===== src/lzwd_pkg.sv =====
// Shared types and constants of the LZW variable-width decoder.
package lzwd_pkg;

  localparam logic [8:0] CODE_CLEAR = 9'h100;
  localparam logic [8:0] CODE_END   = 9'h101;
  localparam logic [8:0] CODE_FIRST = 9'h102;
  localparam int unsigned MIN_WIDTH = 9;

  typedef enum logic [1:0] {
    ST_RUN  = 2'd0,
    ST_DONE = 2'd1,
    ST_ERR  = 2'd2
  } dec_status_t;

  typedef enum logic [3:0] {
    OP_NONE,
    OP_ACCEPT,
    OP_APPEND,
    OP_ERR,
    OP_DONE,
    OP_CLEAR,
    OP_LIT,
    OP_WSTART,
    OP_KSTART,
    OP_WSTEP,
    OP_PUSHF,
    OP_KWFIX,
    OP_FIN,
    OP_POP,
    OP_POPD,
    OP_EMIT
  } op_t;

  typedef struct packed {
    op_t op;
  } dp_cmd_t;

  typedef struct packed {
    logic req_pull;
    logic run;
    logic ended;
    logic depth_zero;
    logic cap_reached;
    logic pop_last;
    logic short_bits;
    logic overflow;
    logic code_end;
    logic code_clear;
    logic code_ge_clear;
    logic code_lt_first;
    logic code_lt_nfc;
    logic code_eq_nfc;
    logic prev_lt_first;
    logic prefix_lt_first;
    logic prev_seen;
    logic kw;
    logic out_free;
  } dp_status_t;

endpackage


===== src/lzwd_controller.sv =====
// Controller: sequences byte appends, code decoding, chain walks, pops and result hand-off.
module lzwd_controller (
  input  logic                 clk,
  input  logic                 rst,
  input  logic                 in_valid,
  output logic                 in_ready,
  input  lzwd_pkg::dp_status_t stat,
  output lzwd_pkg::dp_cmd_t    cmd
);
  import lzwd_pkg::*;

  typedef enum logic [8:0] {
    S_IDLE  = 9'b000000001,
    S_ITEM  = 9'b000000010,
    S_DEC   = 9'b000000100,
    S_WALK  = 9'b000001000,
    S_PUSHF = 9'b000010000,
    S_KW    = 9'b000100000,
    S_FIN   = 9'b001000000,
    S_POPD  = 9'b010000000,
    S_EMIT  = 9'b100000000
  } state_t;

  state_t state, state_next;

  assign in_ready = (state == S_IDLE);

  always_comb begin
    state_next = state;
    cmd.op     = OP_NONE;
    case (state)
      S_IDLE: begin
        if (in_valid) begin
          cmd.op     = OP_ACCEPT;
          state_next = S_ITEM;
        end
      end
      S_ITEM: begin
        state_next = S_EMIT;
        if (!stat.req_pull) begin
          if (stat.run && !stat.ended) begin
            if (stat.overflow) begin
              cmd.op = OP_ERR;
            end else begin
              cmd.op     = OP_APPEND;
              state_next = S_DEC;
            end
          end
        end else if (stat.run && !stat.depth_zero) begin
          cmd.op     = OP_POP;
          state_next = S_POPD;
        end
      end
      S_POPD: begin
        cmd.op     = OP_POPD;
        state_next = stat.pop_last ? S_EMIT : S_DEC;
      end
      S_DEC: begin
        state_next = S_EMIT;
        if (stat.run && stat.depth_zero) begin
          if (stat.cap_reached) begin
            cmd.op = OP_DONE;
          end else if (stat.short_bits) begin
            if (stat.ended) begin
              cmd.op = OP_ERR;
            end
          end else if (stat.code_end) begin
            cmd.op = OP_ERR;
          end else if (stat.code_clear) begin
            cmd.op     = OP_CLEAR;
            state_next = S_DEC;
          end else if (!stat.prev_seen) begin
            if (stat.code_ge_clear) begin
              cmd.op = OP_ERR;
            end else begin
              cmd.op     = OP_LIT;
              state_next = S_FIN;
            end
          end else if (stat.code_lt_nfc) begin
            cmd.op     = OP_WSTART;
            state_next = stat.code_lt_first ? S_PUSHF : S_WALK;
          end else if (stat.code_eq_nfc) begin
            cmd.op     = OP_KSTART;
            state_next = stat.prev_lt_first ? S_PUSHF : S_WALK;
          end else begin
            cmd.op = OP_ERR;
          end
        end
      end
      S_WALK: begin
        cmd.op     = OP_WSTEP;
        state_next = stat.prefix_lt_first ? S_PUSHF : S_WALK;
      end
      S_PUSHF: begin
        cmd.op     = OP_PUSHF;
        state_next = stat.kw ? S_KW : S_FIN;
      end
      S_KW: begin
        cmd.op     = OP_KWFIX;
        state_next = S_FIN;
      end
      S_FIN: begin
        cmd.op     = OP_FIN;
        state_next = S_DEC;
      end
      S_EMIT: begin
        if (stat.out_free) begin
          cmd.op     = OP_EMIT;
          state_next = S_IDLE;
        end
      end
      default: state_next = S_IDLE;
    endcase
  end

  always_ff @(posedge clk) begin
    if (rst) begin
      state <= S_IDLE;
    end else begin
      state <= state_next;
    end
  end

endmodule


===== config.mk =====
export PLATFORM = sky130hd
export DESIGN_NAME = lzwd_controller
export DESIGN_NICKNAME = d
export VERILOG_FILES = /design/src/lzwd_pkg.sv /design/src/lzwd_controller.sv
export SDC_FILE = /design/constraint.sdc
export NUM_CORES = 1
export LEC_CHECK = 0
export ABC_AREA = 1
export BUFFER_PORTS_ARGS = -buffer_cell sky130_fd_sc_hd__buf_4
export CAP_MARGIN = 40
export CORE_ASPECT_RATIO = 0.75
export CORE_MARGIN = 4
export CORE_UTILIZATION = 51
export DETAILED_ROUTE_END_ITERATION = 12
export MAX_ROUTING_LAYER = met4
export PLACE_DENSITY_LB_ADDON = 0.08
export RECOVER_POWER = 25
export SYNTH_ARGS = -nofsm -noshare
export SYNTH_HDL_FRONTEND = slang
export SYNTH_SLANG_ARGS = --single-unit
export TNS_END_PERCENT = 100

===== constraint.sdc =====
create_clock -name clk -period 1.6 [get_ports clk]
set_input_delay 0.08 -clock clk [delete_from_list [all_inputs] [get_ports clk]]
set_output_delay 0.08 -clock clk [all_outputs]
set_load 0.05 [all_outputs]

==> tab_implementation.tex, run 1 <==
\begin{tabular}{lr}
\hline
Metric & Value \\
\hline
\multicolumn{2}{l}{\textbf{Outcome}} \\
Outcome & finished with violations \\
Violations in the final reports & setup timing \\
\multicolumn{2}{l}{\textbf{STA}} \\
Final sum of negative setup slack & -0.2677 ns \\
Minimum clock period after layout & 1.684 ns \\
Crit path setup slack, layout & -0.08397 ns \\
Final setup violation count & 4 \\
Achievable frequency & 0.5938 GHz \\
Final setup skew & 0.008026 ns \\
RSZ-0062 raised after global routing & true \\
Worst-case headroom to the max-slew limit & 0.8030 \\
Pin slew with the least headroom to its limit & 0.2955 ns \\
Worst hold slack after final layout & 0.05035 ns \\
Fin. max-slew vios & 0 \\
Final period util & 1.052 \\
Total count of hold-check failures in the final report & 0 \\
\multicolumn{2}{l}{\textbf{Place}} \\
Port Buf Inserts & 26 \\
Half-perimeter wire length after detailed placement & 2.211 mm \\
Post-DP Area & 0.001171 mm\^{}2 \\
Setup WS pre-CTS & 0.06115 ns \\
Routability congestion estimate & 0.9866 \\
\multicolumn{2}{l}{\textbf{Floorplan}} \\
Initial standard-cell utilization of the core & 0.5385 \\
Overall die height & 45.13 um \\
Area of the core & 0.001740 mm\^{}2 \\
Die width & 57.50 um \\
Die Outline Area & 0.002595 mm\^{}2 \\
Number of cell rows & 13 \\
Io pins & 27 \\
\multicolumn{2}{l}{\textbf{Pwr}} \\
Pwr per Cell Area & 566.0 mW/mm\^{}2 \\
Design internal power & 0.4758 mW \\
Clock power frac & 0.224 \\
Worst vdd ir & 0.3946 mV \\
Leakage power & 0.6888 nW \\
Share of total power in combinational logic & 0.459 \\
Net load switching power & 0.3173 mW \\
Switching share of total power & 0.4001 \\
Sequential Power Share & 0.317 \\
\multicolumn{2}{l}{\textbf{Critical path}} \\
Classification of the worst setup path & flip-flop to primary output \\
Worst setup EP type & primary output \\
Crit-path max cell delay & 0.34 ns \\
Cell with the largest stage delay on the worst path & sky130\_fd\_sc\_hd\_\_dfxtp\_2 \\
Most frequent cell on the critical path & sky130\_fd\_sc\_hd\_\_nor2\_4 \\
Arrival @ worst endpoint & 1.60 ns \\
Kind of start point of the critical path & flip-flop \\
Worst-path fanout max & 6 \\
Critical path required time & 1.52 ns \\
Crit-path cells & nor2\_4 > nand3\_4 > nor2\_4 > nand3\_2 > nand2\_2 > nor2\_2 > nand2\_1 > buf\_6 \\
\multicolumn{2}{l}{\textbf{Cells and area}} \\
Most frequent cells in the layout & 37 x sky130\_fd\_sc\_hd\_\_buf\_4, 27 x sky130\_fd\_sc\_hd\_\_nor2\_1, 27 x sky130\_fd\_sc\_hd\_\_nand2\_1 \\
Most common cell after layout, fill and taps aside & sky130\_fd\_sc\_hd\_\_buf\_4 \\
Register ranked first by flip-flop count & state \\
Final non-filler cell area & 0.001401 mm\^{}2 \\
Count of inserted antenna diode cells & 0 \\
Number of flip-flops under the largest register name & 9 \\
Fin util & 0.8052 \\
Registers with the highest flip-flop counts & state (9) \\
Fraction of final layout cells sized beyond drive strength 1 & 0.4286 \\
Area added between synthesis and finish & 49.53\% \\
Nets & 226 \\
\multicolumn{2}{l}{\textbf{Yosys}} \\
Mapped Nets & 180 \\
Instance count of the mapped netlist & 158 \\
Post-synthesis cell area & 937.1 um\^{}2 \\
Number of warning messages in the yosys log & 0 \\
Cell variety after synth & 28 \\
Seq cells post-synth & 9 \\
Sequential share of the synthesized area & 0.1923 \\
Synthesized area per cell & 5.931 um\^{}2 \\
\multicolumn{2}{l}{\textbf{Global route}} \\
Pin count of the biggest net entering global routing & 9 \\
Number of global-route vias before repair & 1081 \\
Number of antenna violations at the first check in global routing & 0 \\
Sum of overflow across all layers after global routing & 0 \\
Global-route wire length before repair & 4.712 mm \\
Overall fraction of global-route tracks in use & 0.2433 \\
\multicolumn{2}{l}{\textbf{Drt}} \\
Vias per std cell & 5.293 \\
1st-pass router iterations & 6 \\
Number of remaining DRC errors & 0 \\
Detailed Route Iter0 Violations & 82 \\
Detailed-route wire length per cell & 13.04 um \\
Vias post-DR & 1191 \\
Routed wire length & 2.935 mm \\
Post-detailed-route count of antenna-violating nets & 0 \\
\multicolumn{2}{l}{\textbf{CTS}} \\
Total CTS buffers & 3 \\
Hold buffers post-CTS & 0 \\
TritonCTS clock tree & done \\
Worst-skew pair later-pin latency & 0.26 ns \\
H-tree levels & 1 \\
Sink Count & 9 \\
Root cell of the clock tree & sky130\_fd\_sc\_hd\_\_clkbuf\_4 \\
Clock transition at the registers of the reported paths & 0.06 ns \\
Maximum clock path buffer count & 2 \\
\multicolumn{2}{l}{\textbf{Min path}} \\
Worst min-delay path class & primary input to flip-flop \\
\multicolumn{2}{l}{\textbf{Flow run}} \\
Number of max-capacitance violations reported & 0 \\
\hline
\end{tabular}
==> path summary, 6_finish.rpt <==
kind	endpoint	slack, ns	from	cells after the start
worst max register to register	state[0]	0.12	state[2]	10
worst max-delay path	cmd[3]	-0.08	state[6]	8
worst min-delay path	state[3]	0.05	rst	2
worst min register to register	state[4]	0.68	state[3]	4
==> repair_timing <==
| item | CTS | global route |
|---|---|---|
| endpoints found under the setup margin | 4 | 8 |
| buffers inserted | 10 | 5 |
| pin swaps | 15 | 14 |
| cloned | 0 | 0 |
| resized for setup | 24 | 10 |
==> power by group through the flow <==
stage | clock, mW | sequential, mW | combinational (mW)
after global routing | 0.193 | 0.252 | 0.396
final | 0.178 | 0.251 | 0.364
after floorplan | 0 | 0.252 | 0.200
after global placement | 0 | 0.253 | 0.304
after detailed placement | 0 | 0.254 | 0.308
after CTS | 0.181 | 0.250 | 0.341
==> stage by stage <==
| step | std cells | power (mW) |
|---|---|---|
| CTS | 221 | 0.7713 |
| floorplan | 158 | 0.4515 |
| finish | 225 | 0.7931 |
| global route | 225 | 0.8418 |
| global placement | 207 | 0.5576 |
| detailed placement | 207 | 0.5625 |
==> layer usage <==
| layer | GRT usage | wire length (um) |
|---|---|---|
| met5 | - | 0 |
| met4 | 0.05556 | 43 |
| met3 | 0.02571 | 217 |
| met2 | 0.4009 | 1350 |
| met1 | 0.3231 | 1323 |
==> final cells by class <==
class | count | area, um^2
multi-input cells | 125 | 730.7
flip-flops and latches | 9 | 196.4
well taps | 22 | 27.53
clock buffers | 4 | 26.28
repair buffers | 42 | 334.1
inverters | 23 | 86.33
fillers | 124 | 339.1
==> kinds of logic (layout without fill, tap and decap cells) <==
group,Yosys count,after routing,synth area share
DFF,9,9,0.1923
and+or+nand+nor,113,113,0.6369
buffers and inverters,24,69,0.09612
AOI/OAI and AO/OA,12,12,0.07478
==> worst max-delay path, delay by kind of cell (launching register included) <==
kind          cells  cell delay [ns]
buf+inv           1             0.16
flops             1             0.34
simple gates      7             0.85
==> Yosys cell counts, drive strengths merged <==
cell | count | area, um^2
nand3b | 1 | 7.510
o21ai | 4 | 20.02
dfxtp | 9 | 180.2
o211ai | 1 | 7.510
nand4 | 7 | 43.79
nor3b | 1 | 7.510
buf | 1 | 3.750
nand2 | 37 | 153.9
a31oi | 1 | 6.260
a21o | 1 | 7.510
or2 | 1 | 6.260
nand3 | 21 | 122.6
inv | 23 | 86.33
nor2 | 40 | 214.0
nor3 | 5 | 41.29
a21oi | 5 | 28.78
(Power assumes the default switching activity.)
==> run 2: changes to the inputs <==
- CORE_UTILIZATION: 51 -> 53
- CTS_BUF_LIST: default -> sky130_fd_sc_hd__clkbuf_4 sky130_fd_sc_hd__clkbuf_8
- GPL_TIMING_DRIVEN: default -> 0
==> run 2 against run 1 <==
- the run still ends with setup timing left
- sequential cell count unchanged
- sequential share of layout area up 0.50 points
- combinational power down 9.6%
- critical path type unchanged
- final area down 8.4%
- first-iteration DRC count down 8.5%
- clock power up 14%
- routed wire length down 4.1%
- global-route usage up 0.47 points
- setup slack worse by 0.071 ns
- critical path depth unchanged
==> tab_implementation.tex, run 2 (synthesized netlist as in run 1, its figures left out) <==
\begin{tabular}{lr}
\hline
Metric & Value \\
\hline
\multicolumn{2}{l}{\textbf{Global route}} \\
Overall fraction of global-route tracks in use & 0.2479 (was 0.2433) \\
Pin count of the biggest net entering global routing & 9 (unchanged) \\
Number of global-route vias before repair & 1195 (was 1081) \\
Number of antenna violations at the first check in global routing & 0 (unchanged) \\
Sum of overflow across all layers after global routing & 0 (unchanged) \\
Global-route wire length before repair & 4.774 mm (was 4.712 mm) \\
\multicolumn{2}{l}{\textbf{Cells and area}} \\
Register cell area after layout & 186.4 um\^{}2 (was 196.4 um\^{}2) \\
Register ranked first by flip-flop count & state (unchanged) \\
Most frequent cells in the layout & 31 x sky130\_fd\_sc\_hd\_\_nand2\_1, 28 x sky130\_fd\_sc\_hd\_\_nor2\_1, 26 x sky130\_fd\_sc\_hd\_\_buf\_4 (was 37 x sky130\_fd\_sc\_hd\_\_buf\_4, 27 x sky130\_fd\_sc\_hd\_\_nor2\_1, 27 x sky130\_fd\_sc\_hd\_\_nand2\_1) \\
Area added between synthesis and finish & 36.98\% (was 49.53\%) \\
Filler cell count in the final layout & 118 (was 124) \\
Number of flip-flops under the largest register name & 9 (unchanged) \\
Most common cell after layout, fill and taps aside & sky130\_fd\_sc\_hd\_\_nand2\_1 (was sky130\_fd\_sc\_hd\_\_buf\_4) \\
Fraction of final layout cells sized beyond drive strength 1 & 0.3438 (was 0.4286) \\
Fin util & 0.8143 (was 0.8052) \\
Final non-filler cell area & 0.001284 mm\^{}2 (was 0.001401 mm\^{}2) \\
Registers with the highest flip-flop counts & state (9) (unchanged) \\
Nets & 215 (was 226) \\
Area occupied by multi-input gates & 710.7 um\^{}2 (was 730.7 um\^{}2) \\
Count of inserted antenna diode cells & 0 (unchanged) \\
\multicolumn{2}{l}{\textbf{Pwr}} \\
Switching share of total power & 0.3994 (was 0.4001) \\
Pwr per Cell Area & 609.9 mW/mm\^{}2 (was 566.0 mW/mm\^{}2) \\
Share of total power in combinational logic & 0.420 (was 0.459) \\
Net load switching power & 0.3127 mW (was 0.3173 mW) \\
Design internal power & 0.4702 mW (was 0.4758 mW) \\
Post-layout power & 0.7830 mW (was 0.7931 mW) \\
Leakage power & 0.6329 nW (was 0.6888 nW) \\
Sequential Power Share & 0.320 (was 0.317) \\
Clock power frac & 0.260 (was 0.224) \\
Worst vdd ir & 0.5110 mV (was 0.3946 mV) \\
\multicolumn{2}{l}{\textbf{CTS}} \\
Sink Count & 9 (unchanged) \\
Total CTS buffers & 3 (unchanged) \\
Worst-skew pair later-pin latency & 0.27 ns (was 0.26 ns) \\
H-tree levels & 1 (unchanged) \\
Hold buffers post-CTS & 0 (unchanged) \\
Maximum clock path buffer count & 2 (unchanged) \\
TritonCTS clock tree & done (unchanged) \\
Root cell of the clock tree & sky130\_fd\_sc\_hd\_\_clkbuf\_4 (unchanged) \\
Clock transition at the registers of the reported paths & 0.06 ns (about the same) \\
\multicolumn{2}{l}{\textbf{Drt}} \\
Number of remaining DRC errors & 0 (unchanged) \\
Detailed Route Iter0 Violations & 75 (was 82) \\
Vias post-DR & 1188 (was 1191) \\
Post-detailed-route count of antenna-violating nets & 0 (unchanged) \\
1st-pass router iterations & 4 (was 6) \\
Routed wire length & 2.816 mm (was 2.935 mm) \\
Detailed-route wire length per cell & 13.22 um (was 13.04 um) \\
Vias per std cell & 5.577 (was 5.293) \\
\multicolumn{2}{l}{\textbf{Outcome}} \\
Outcome & finished with violations (unchanged) \\
Violations in the final reports & setup timing (unchanged) \\
\multicolumn{2}{l}{\textbf{STA}} \\
Final period util & 1.097 (was 1.052) \\
Achievable frequency & 0.5698 GHz (was 0.5938 GHz) \\
Final setup skew & 0.001085 ns (was 0.008026 ns) \\
Pin slew with the least headroom to its limit & 0.4210 ns (was 0.2955 ns) \\
Crit path setup slack, layout & -0.1551 ns (was -0.08397 ns) \\
Final setup violation count & 4 (unchanged) \\
Worst hold slack after final layout & 0.08293 ns (was 0.05035 ns) \\
Final sum of negative setup slack & -0.5151 ns (was -0.2677 ns) \\
Minimum clock period after layout & 1.755 ns (was 1.684 ns) \\
Fin. max-slew vios & 0 (unchanged) \\
Worst-case headroom to the max-slew limit & 0.7194 (was 0.8030) \\
Total count of hold-check failures in the final report & 0 (unchanged) \\
RSZ-0062 raised after global routing & true (unchanged) \\
\multicolumn{2}{l}{\textbf{Place}} \\
Post-DP Area & 0.001151 mm\^{}2 (was 0.001171 mm\^{}2) \\
Routability congestion estimate & 0.9004 (was 0.9866) \\
Port Buf Inserts & 25 (was 26) \\
Half-perimeter wire length after detailed placement & 2.075 mm (was 2.211 mm) \\
\multicolumn{2}{l}{\textbf{Floorplan}} \\
Io pins & 27 (unchanged) \\
Number of cell rows & 12 (was 13) \\
Overall die height & 44.42 um (was 45.13 um) \\
Die width & 56.56 um (was 57.50 um) \\
Area of the core & 0.001577 mm\^{}2 (was 0.001740 mm\^{}2) \\
Die Outline Area & 0.002512 mm\^{}2 (was 0.002595 mm\^{}2) \\
Initial standard-cell utilization of the core & 0.5944 (was 0.5385) \\
\multicolumn{2}{l}{\textbf{Min path}} \\
Min-Delay Path Depth & 2 (unchanged) \\
Worst min-delay path class & primary input to flip-flop (unchanged) \\
Worst hold path startpoint & stat[1] (was rst) \\
WHS Endpoint & state[5] (was state[3]) \\
\multicolumn{2}{l}{\textbf{Critical path}} \\
Classification of the worst setup path & flip-flop to primary output (unchanged) \\
Worst-path fanout max & 6 (unchanged) \\
R2R setup slack & 0.15 ns (was 0.12 ns) \\
Worst setup EP type & primary output (unchanged) \\
Arrival @ worst endpoint & 1.68 ns (was 1.60 ns) \\
Reg2reg start & state[6] (was state[2]) \\
Critical path required time & 1.52 ns (about the same) \\
Capture point of the worst reg-to-reg path & state[8] (was state[0]) \\
Kind of start point of the critical path & flip-flop (unchanged) \\
Cells on worst reg2reg path & 9 (was 10) \\
\multicolumn{2}{l}{\textbf{Flow run}} \\
Number of max-capacitance violations reported & 0 (unchanged) \\
\hline
\end{tabular}
==> run 2: critical path, stage by stage, from the launching register on <==
cell	delay (ns)
sky130_fd_sc_hd__dfxtp_1	0.41
sky130_fd_sc_hd__nor2_4	0.08
sky130_fd_sc_hd__nand2_1	0.13
sky130_fd_sc_hd__nor2_4	0.06
sky130_fd_sc_hd__nand2_1	0.11
sky130_fd_sc_hd__nand2_1	0.10
sky130_fd_sc_hd__nor3_1	0.25
sky130_fd_sc_hd__nand2_1	0.11
sky130_fd_sc_hd__buf_6	0.17
==> run 2: power groups by stage <==
| stage | registers (mW) | clock network (mW) | logic, mW |
|---|---|---|---|
| after floorplan | 0.252 | 0 | 0.200 |
| after global placement | 0.253 | 0 | 0.289 |
| after detailed placement | 0.253 | 0 | 0.296 |
| after CTS | 0.251 | 0.199 | 0.316 |
| after global routing | 0.252 | 0.211 | 0.357 |
| final | 0.251 | 0.203 | 0.329 |
==> run 2: per-layer routing <==
metal	share of wire	global-route usage	vias up
met5	0	-	-
met4	0.038	0.1517	0
met3	0.091	0.03207	14
met2	0.45	0.3940	66
met1	0.42	0.3016	528
li1	-	-	580
==> run 2: worst max-delay path by stage <==
stage | slack, ns | to | from
4_1_cts | -0.09 | cmd[0] | state[7]
3_5_place_dp | 0.08 | cmd[1] | state[2]
5_1_grt | -0.22 | cmd[0] | state[6]
3_3_place_gp | 0.09 | cmd[3] | state[2]
2_1_floorplan | 0.16 | cmd[0] | state[2]
6_report | -0.16 | cmd[3] | state[3]
==> run 2: final cells by class <==
class | instances | share of cell area
multi-input combinational | 125 | 0.5536
timing repair buffer | 30 | 0.1871
sequential | 9 | 0.1452
inverter | 23 | 0.06725
clock buffer | 4 | 0.02339
tap | 21 | 0.02047
buffer | 1 | 0.002924
==> run 2: timing repair <==
action	in CTS	in global routing
gates resized for setup	18	3
pin swaps	9	4
buffers inserted	4	1
endpoints found under the hold margin	0	0
setup endpoints to repair	4	4
==> run 2: through the flow <==
step / instances / setup WS [ns]
6_report: 213 / -0.1551
4_1_cts: 212 / -0.08815
3_3_place_gp: 204 / 0.09467
2_1_floorplan: 158 / 0.1555
5_1_grt: 213 / -0.2247
3_5_place_dp: 204 / 0.07507
==> run 3: changes to the inputs <==
- CORE_UTILIZATION: 53 -> 51
- CTS_BUF_LIST: sky130_fd_sc_hd__clkbuf_4 sky130_fd_sc_hd__clkbuf_8 -> default
- SETUP_SLACK_MARGIN: default -> 0.05
==> run 3 against run 2 <==
- the run still ends with setup timing left
- sequential power about the same
- via count increased by 0.34%
- global-route usage decreased by 1.2 points
- critical path type unchanged
- highest routed layer unchanged
==> tab_implementation.tex, run 3 (synthesized netlist as in run 1, its figures left out) <==
\begin{tabular}{lr}
\hline
Metric & Value \\
\hline
\multicolumn{2}{l}{\textbf{Place}} \\
Routability congestion estimate & 0.9112 (was 0.9004) \\
Setup WS pre-CTS & 0.07020 ns (was 0.07507 ns) \\
Half-perimeter wire length after detailed placement & 2.103 mm (was 2.075 mm) \\
Port Buf Inserts & 25 (unchanged) \\
\multicolumn{2}{l}{\textbf{STA}} \\
Worst-case headroom to the max-slew limit & 0.7339 (was 0.7194) \\
RSZ-0062 raised after global routing & true (unchanged) \\
Final period util & 1.063 (was 1.097) \\
Crit path setup slack, layout & -0.1008 ns (was -0.1551 ns) \\
Achievable frequency & 0.5879 GHz (was 0.5698 GHz) \\
Final sum of negative setup slack & -0.3207 ns (was -0.5151 ns) \\
Fin. max-slew vios & 0 (unchanged) \\
Final setup skew & 0.004654 ns (was 0.001085 ns) \\
Worst hold slack after final layout & 0.08243 ns (was 0.08293 ns) \\
Total count of hold-check failures in the final report & 0 (unchanged) \\
Minimum clock period after layout & 1.701 ns (was 1.755 ns) \\
Pin slew with the least headroom to its limit & 0.3991 ns (was 0.4210 ns) \\
Final setup violation count & 4 (unchanged) \\
\multicolumn{2}{l}{\textbf{CTS}} \\
H-tree levels & 1 (unchanged) \\
TritonCTS clock tree & done (unchanged) \\
Worst-skew pair later-pin latency & 0.27 ns (about the same) \\
Clock transition at the registers of the reported paths & 0.06 ns (about the same) \\
Maximum clock path buffer count & 2 (unchanged) \\
Sink Count & 9 (unchanged) \\
Root cell of the clock tree & sky130\_fd\_sc\_hd\_\_clkbuf\_4 (unchanged) \\
Total CTS buffers & 3 (unchanged) \\
Hold buffers post-CTS & 0 (unchanged) \\
\multicolumn{2}{l}{\textbf{Cells and area}} \\
Number of flip-flops under the largest register name & 9 (unchanged) \\
Count of inserted antenna diode cells & 0 (unchanged) \\
Most frequent cells in the layout & 36 x sky130\_fd\_sc\_hd\_\_buf\_4, 28 x sky130\_fd\_sc\_hd\_\_nand2\_1, 25 x sky130\_fd\_sc\_hd\_\_nor2\_1 (was 31 x sky130\_fd\_sc\_hd\_\_nand2\_1, 28 x sky130\_fd\_sc\_hd\_\_nor2\_1, 26 x sky130\_fd\_sc\_hd\_\_buf\_4) \\
Fraction of final layout cells sized beyond drive strength 1 & 0.4208 (was 0.3438) \\
Nets & 225 (was 215) \\
Registers with the highest flip-flop counts & state (9) (unchanged) \\
Area added between synthesis and finish & 47.80\% (was 36.98\%) \\
Fin util & 0.7958 (was 0.8143) \\
Most common cell after layout, fill and taps aside & sky130\_fd\_sc\_hd\_\_buf\_4 (was sky130\_fd\_sc\_hd\_\_nand2\_1) \\
Register ranked first by flip-flop count & state (unchanged) \\
\multicolumn{2}{l}{\textbf{Critical path}} \\
Kind of start point of the critical path & flip-flop (unchanged) \\
Critical path required time & 1.52 ns (about the same) \\
Classification of the worst setup path & flip-flop to primary output (unchanged) \\
Worst-path fanout max & 6 (unchanged) \\
Arrival @ worst endpoint & 1.62 ns (was 1.68 ns) \\
Worst setup EP type & primary output (unchanged) \\
\multicolumn{2}{l}{\textbf{Global route}} \\
Met3 track utilization from global routing & 0.04571 (was 0.03207) \\
Number of global-route vias before repair & 1088 (was 1195) \\
GR peak layer & met2 (unchanged) \\
Overall fraction of global-route tracks in use & 0.2362 (was 0.2479) \\
Pin count of the biggest net entering global routing & 9 (unchanged) \\
Global-route wire length before repair & 4.588 mm (was 4.774 mm) \\
Global-route track usage on met2 & 0.3739 (was 0.3940) \\
Sum of overflow across all layers after global routing & 0 (unchanged) \\
Number of antenna violations at the first check in global routing & 0 (unchanged) \\
GRT met1 Usage & 0.2952 (was 0.3016) \\
\multicolumn{2}{l}{\textbf{Min path}} \\
Worst min-delay path class & primary input to flip-flop (unchanged) \\
\multicolumn{2}{l}{\textbf{Drt}} \\
Routed wire length & 2.931 mm (was 2.816 mm) \\
Post-detailed-route count of antenna-violating nets & 0 (unchanged) \\
Vias per std cell & 5.321 (was 5.577) \\
1st-pass router iterations & 6 (was 4) \\
Number of remaining DRC errors & 0 (unchanged) \\
Vias post-DR & 1192 (was 1188) \\
Detailed Route Iter0 Violations & 47 (was 75) \\
Detailed-route wire length per cell & 13.08 um (was 13.22 um) \\
\multicolumn{2}{l}{\textbf{Floorplan}} \\
Initial standard-cell utilization of the core & 0.5385 (was 0.5944) \\
Number of cell rows & 13 (was 12) \\
Area of the core & 0.001740 mm\^{}2 (was 0.001577 mm\^{}2) \\
Overall die height & 45.13 um (was 44.42 um) \\
Die width & 57.50 um (was 56.56 um) \\
Die Outline Area & 0.002595 mm\^{}2 (was 0.002512 mm\^{}2) \\
Io pins & 27 (unchanged) \\
\multicolumn{2}{l}{\textbf{Outcome}} \\
Violations in the final reports & setup timing (unchanged) \\
Outcome & finished with violations (unchanged) \\
\multicolumn{2}{l}{\textbf{Pwr}} \\
Pwr per Cell Area & 571.2 mW/mm\^{}2 (was 609.9 mW/mm\^{}2) \\
Post-layout power & 0.7911 mW (was 0.7830 mW) \\
Worst vdd ir & 0.4164 mV (was 0.5110 mV) \\
Leakage power & 0.6777 nW (was 0.6329 nW) \\
\multicolumn{2}{l}{\textbf{Flow run}} \\
Number of max-capacitance violations reported & 0 (unchanged) \\
\hline
\end{tabular}
-- run 3: cell count changes in the layout (fill, tap and decap cells not counted), moves of 2 or more --
cell,change
sky130_fd_sc_hd__nor2_1,-3
sky130_fd_sc_hd__nand2_2,+3
sky130_fd_sc_hd__nor2_2,+4
sky130_fd_sc_hd__nand2_1,-3
sky130_fd_sc_hd__dfxtp_2,+2
sky130_fd_sc_hd__buf_4,+10
sky130_fd_sc_hd__dfxtp_1,-3
-- run 3: power breakdown --
group / internal [mW] / total (mW) / switching (mW)
registers: 0.235 / 0.252 / 0.0170
clock network: 0.0965 / 0.183 / 0.0866
logic: 0.139 / 0.356 / 0.217
-- run 3: path summary, 6_finish.rpt --
| check | from | end | slack [ns] | cells after the start |
|---|---|---|---|---|
| worst max-delay path | state[6] | cmd[0] | -0.10 | 7 |
| worst min-delay path | stat[1] | state[5] | 0.08 | 2 |
| worst max register to register | state[6] | state[7] | 0.15 | 7 |
| worst min register to register | state[8] | state[1] | 0.69 | 3 |
-- run 3: metrics by stage --
| stage | area [um^2] | std cells |
|---|---|---|
| after floorplan | 937.1 | 158 |
| after detailed placement | 1152 | 205 |
| after global routing | 1385 | 224 |
| after CTS | 1343 | 221 |
| after global placement | 1152 | 205 |
| final | 1385 | 224 |
-- run 3: per-layer routing --
| metal | share of wire | vias up |
|---|---|---|
| met2 | 0.46 | 42 |
| met1 | 0.45 | 544 |
| met4 | 0.023 | 0 |
| met5 | 0 | - |
| li1 | - | 597 |
| met3 | 0.066 | 9 |
-- run 3: final cells by class --
type | count | area [um^2]
repair buffers | 40 | 315.3
plain buffers | 1 | 3.754
clock buffers | 4 | 26.28
multi-input cells | 125 | 733.2
inverters | 23 | 86.33
fillers | 137 | 355.3
well taps | 22 | 27.53
flip-flops and latches | 9 | 192.7
-- run 3: critical path, stage by stage, from the launching register on --
cell                      delay, ns
sky130_fd_sc_hd__dfxtp_2       0.34
sky130_fd_sc_hd__nor2_4        0.17
sky130_fd_sc_hd__nand3_4       0.18
sky130_fd_sc_hd__buf_4         0.19
sky130_fd_sc_hd__nor3_2        0.12
sky130_fd_sc_hd__nand2_1       0.07
sky130_fd_sc_hd__nand3_1       0.10
sky130_fd_sc_hd__buf_6         0.17
-- run 3: timing repair --
item	CTS	global route
buffers inserted	12	3
setup endpoints to repair	4	4
pin swaps	14	10
cloned	0	0
endpoints found under the hold margin	0	0
resized for setup	26	6
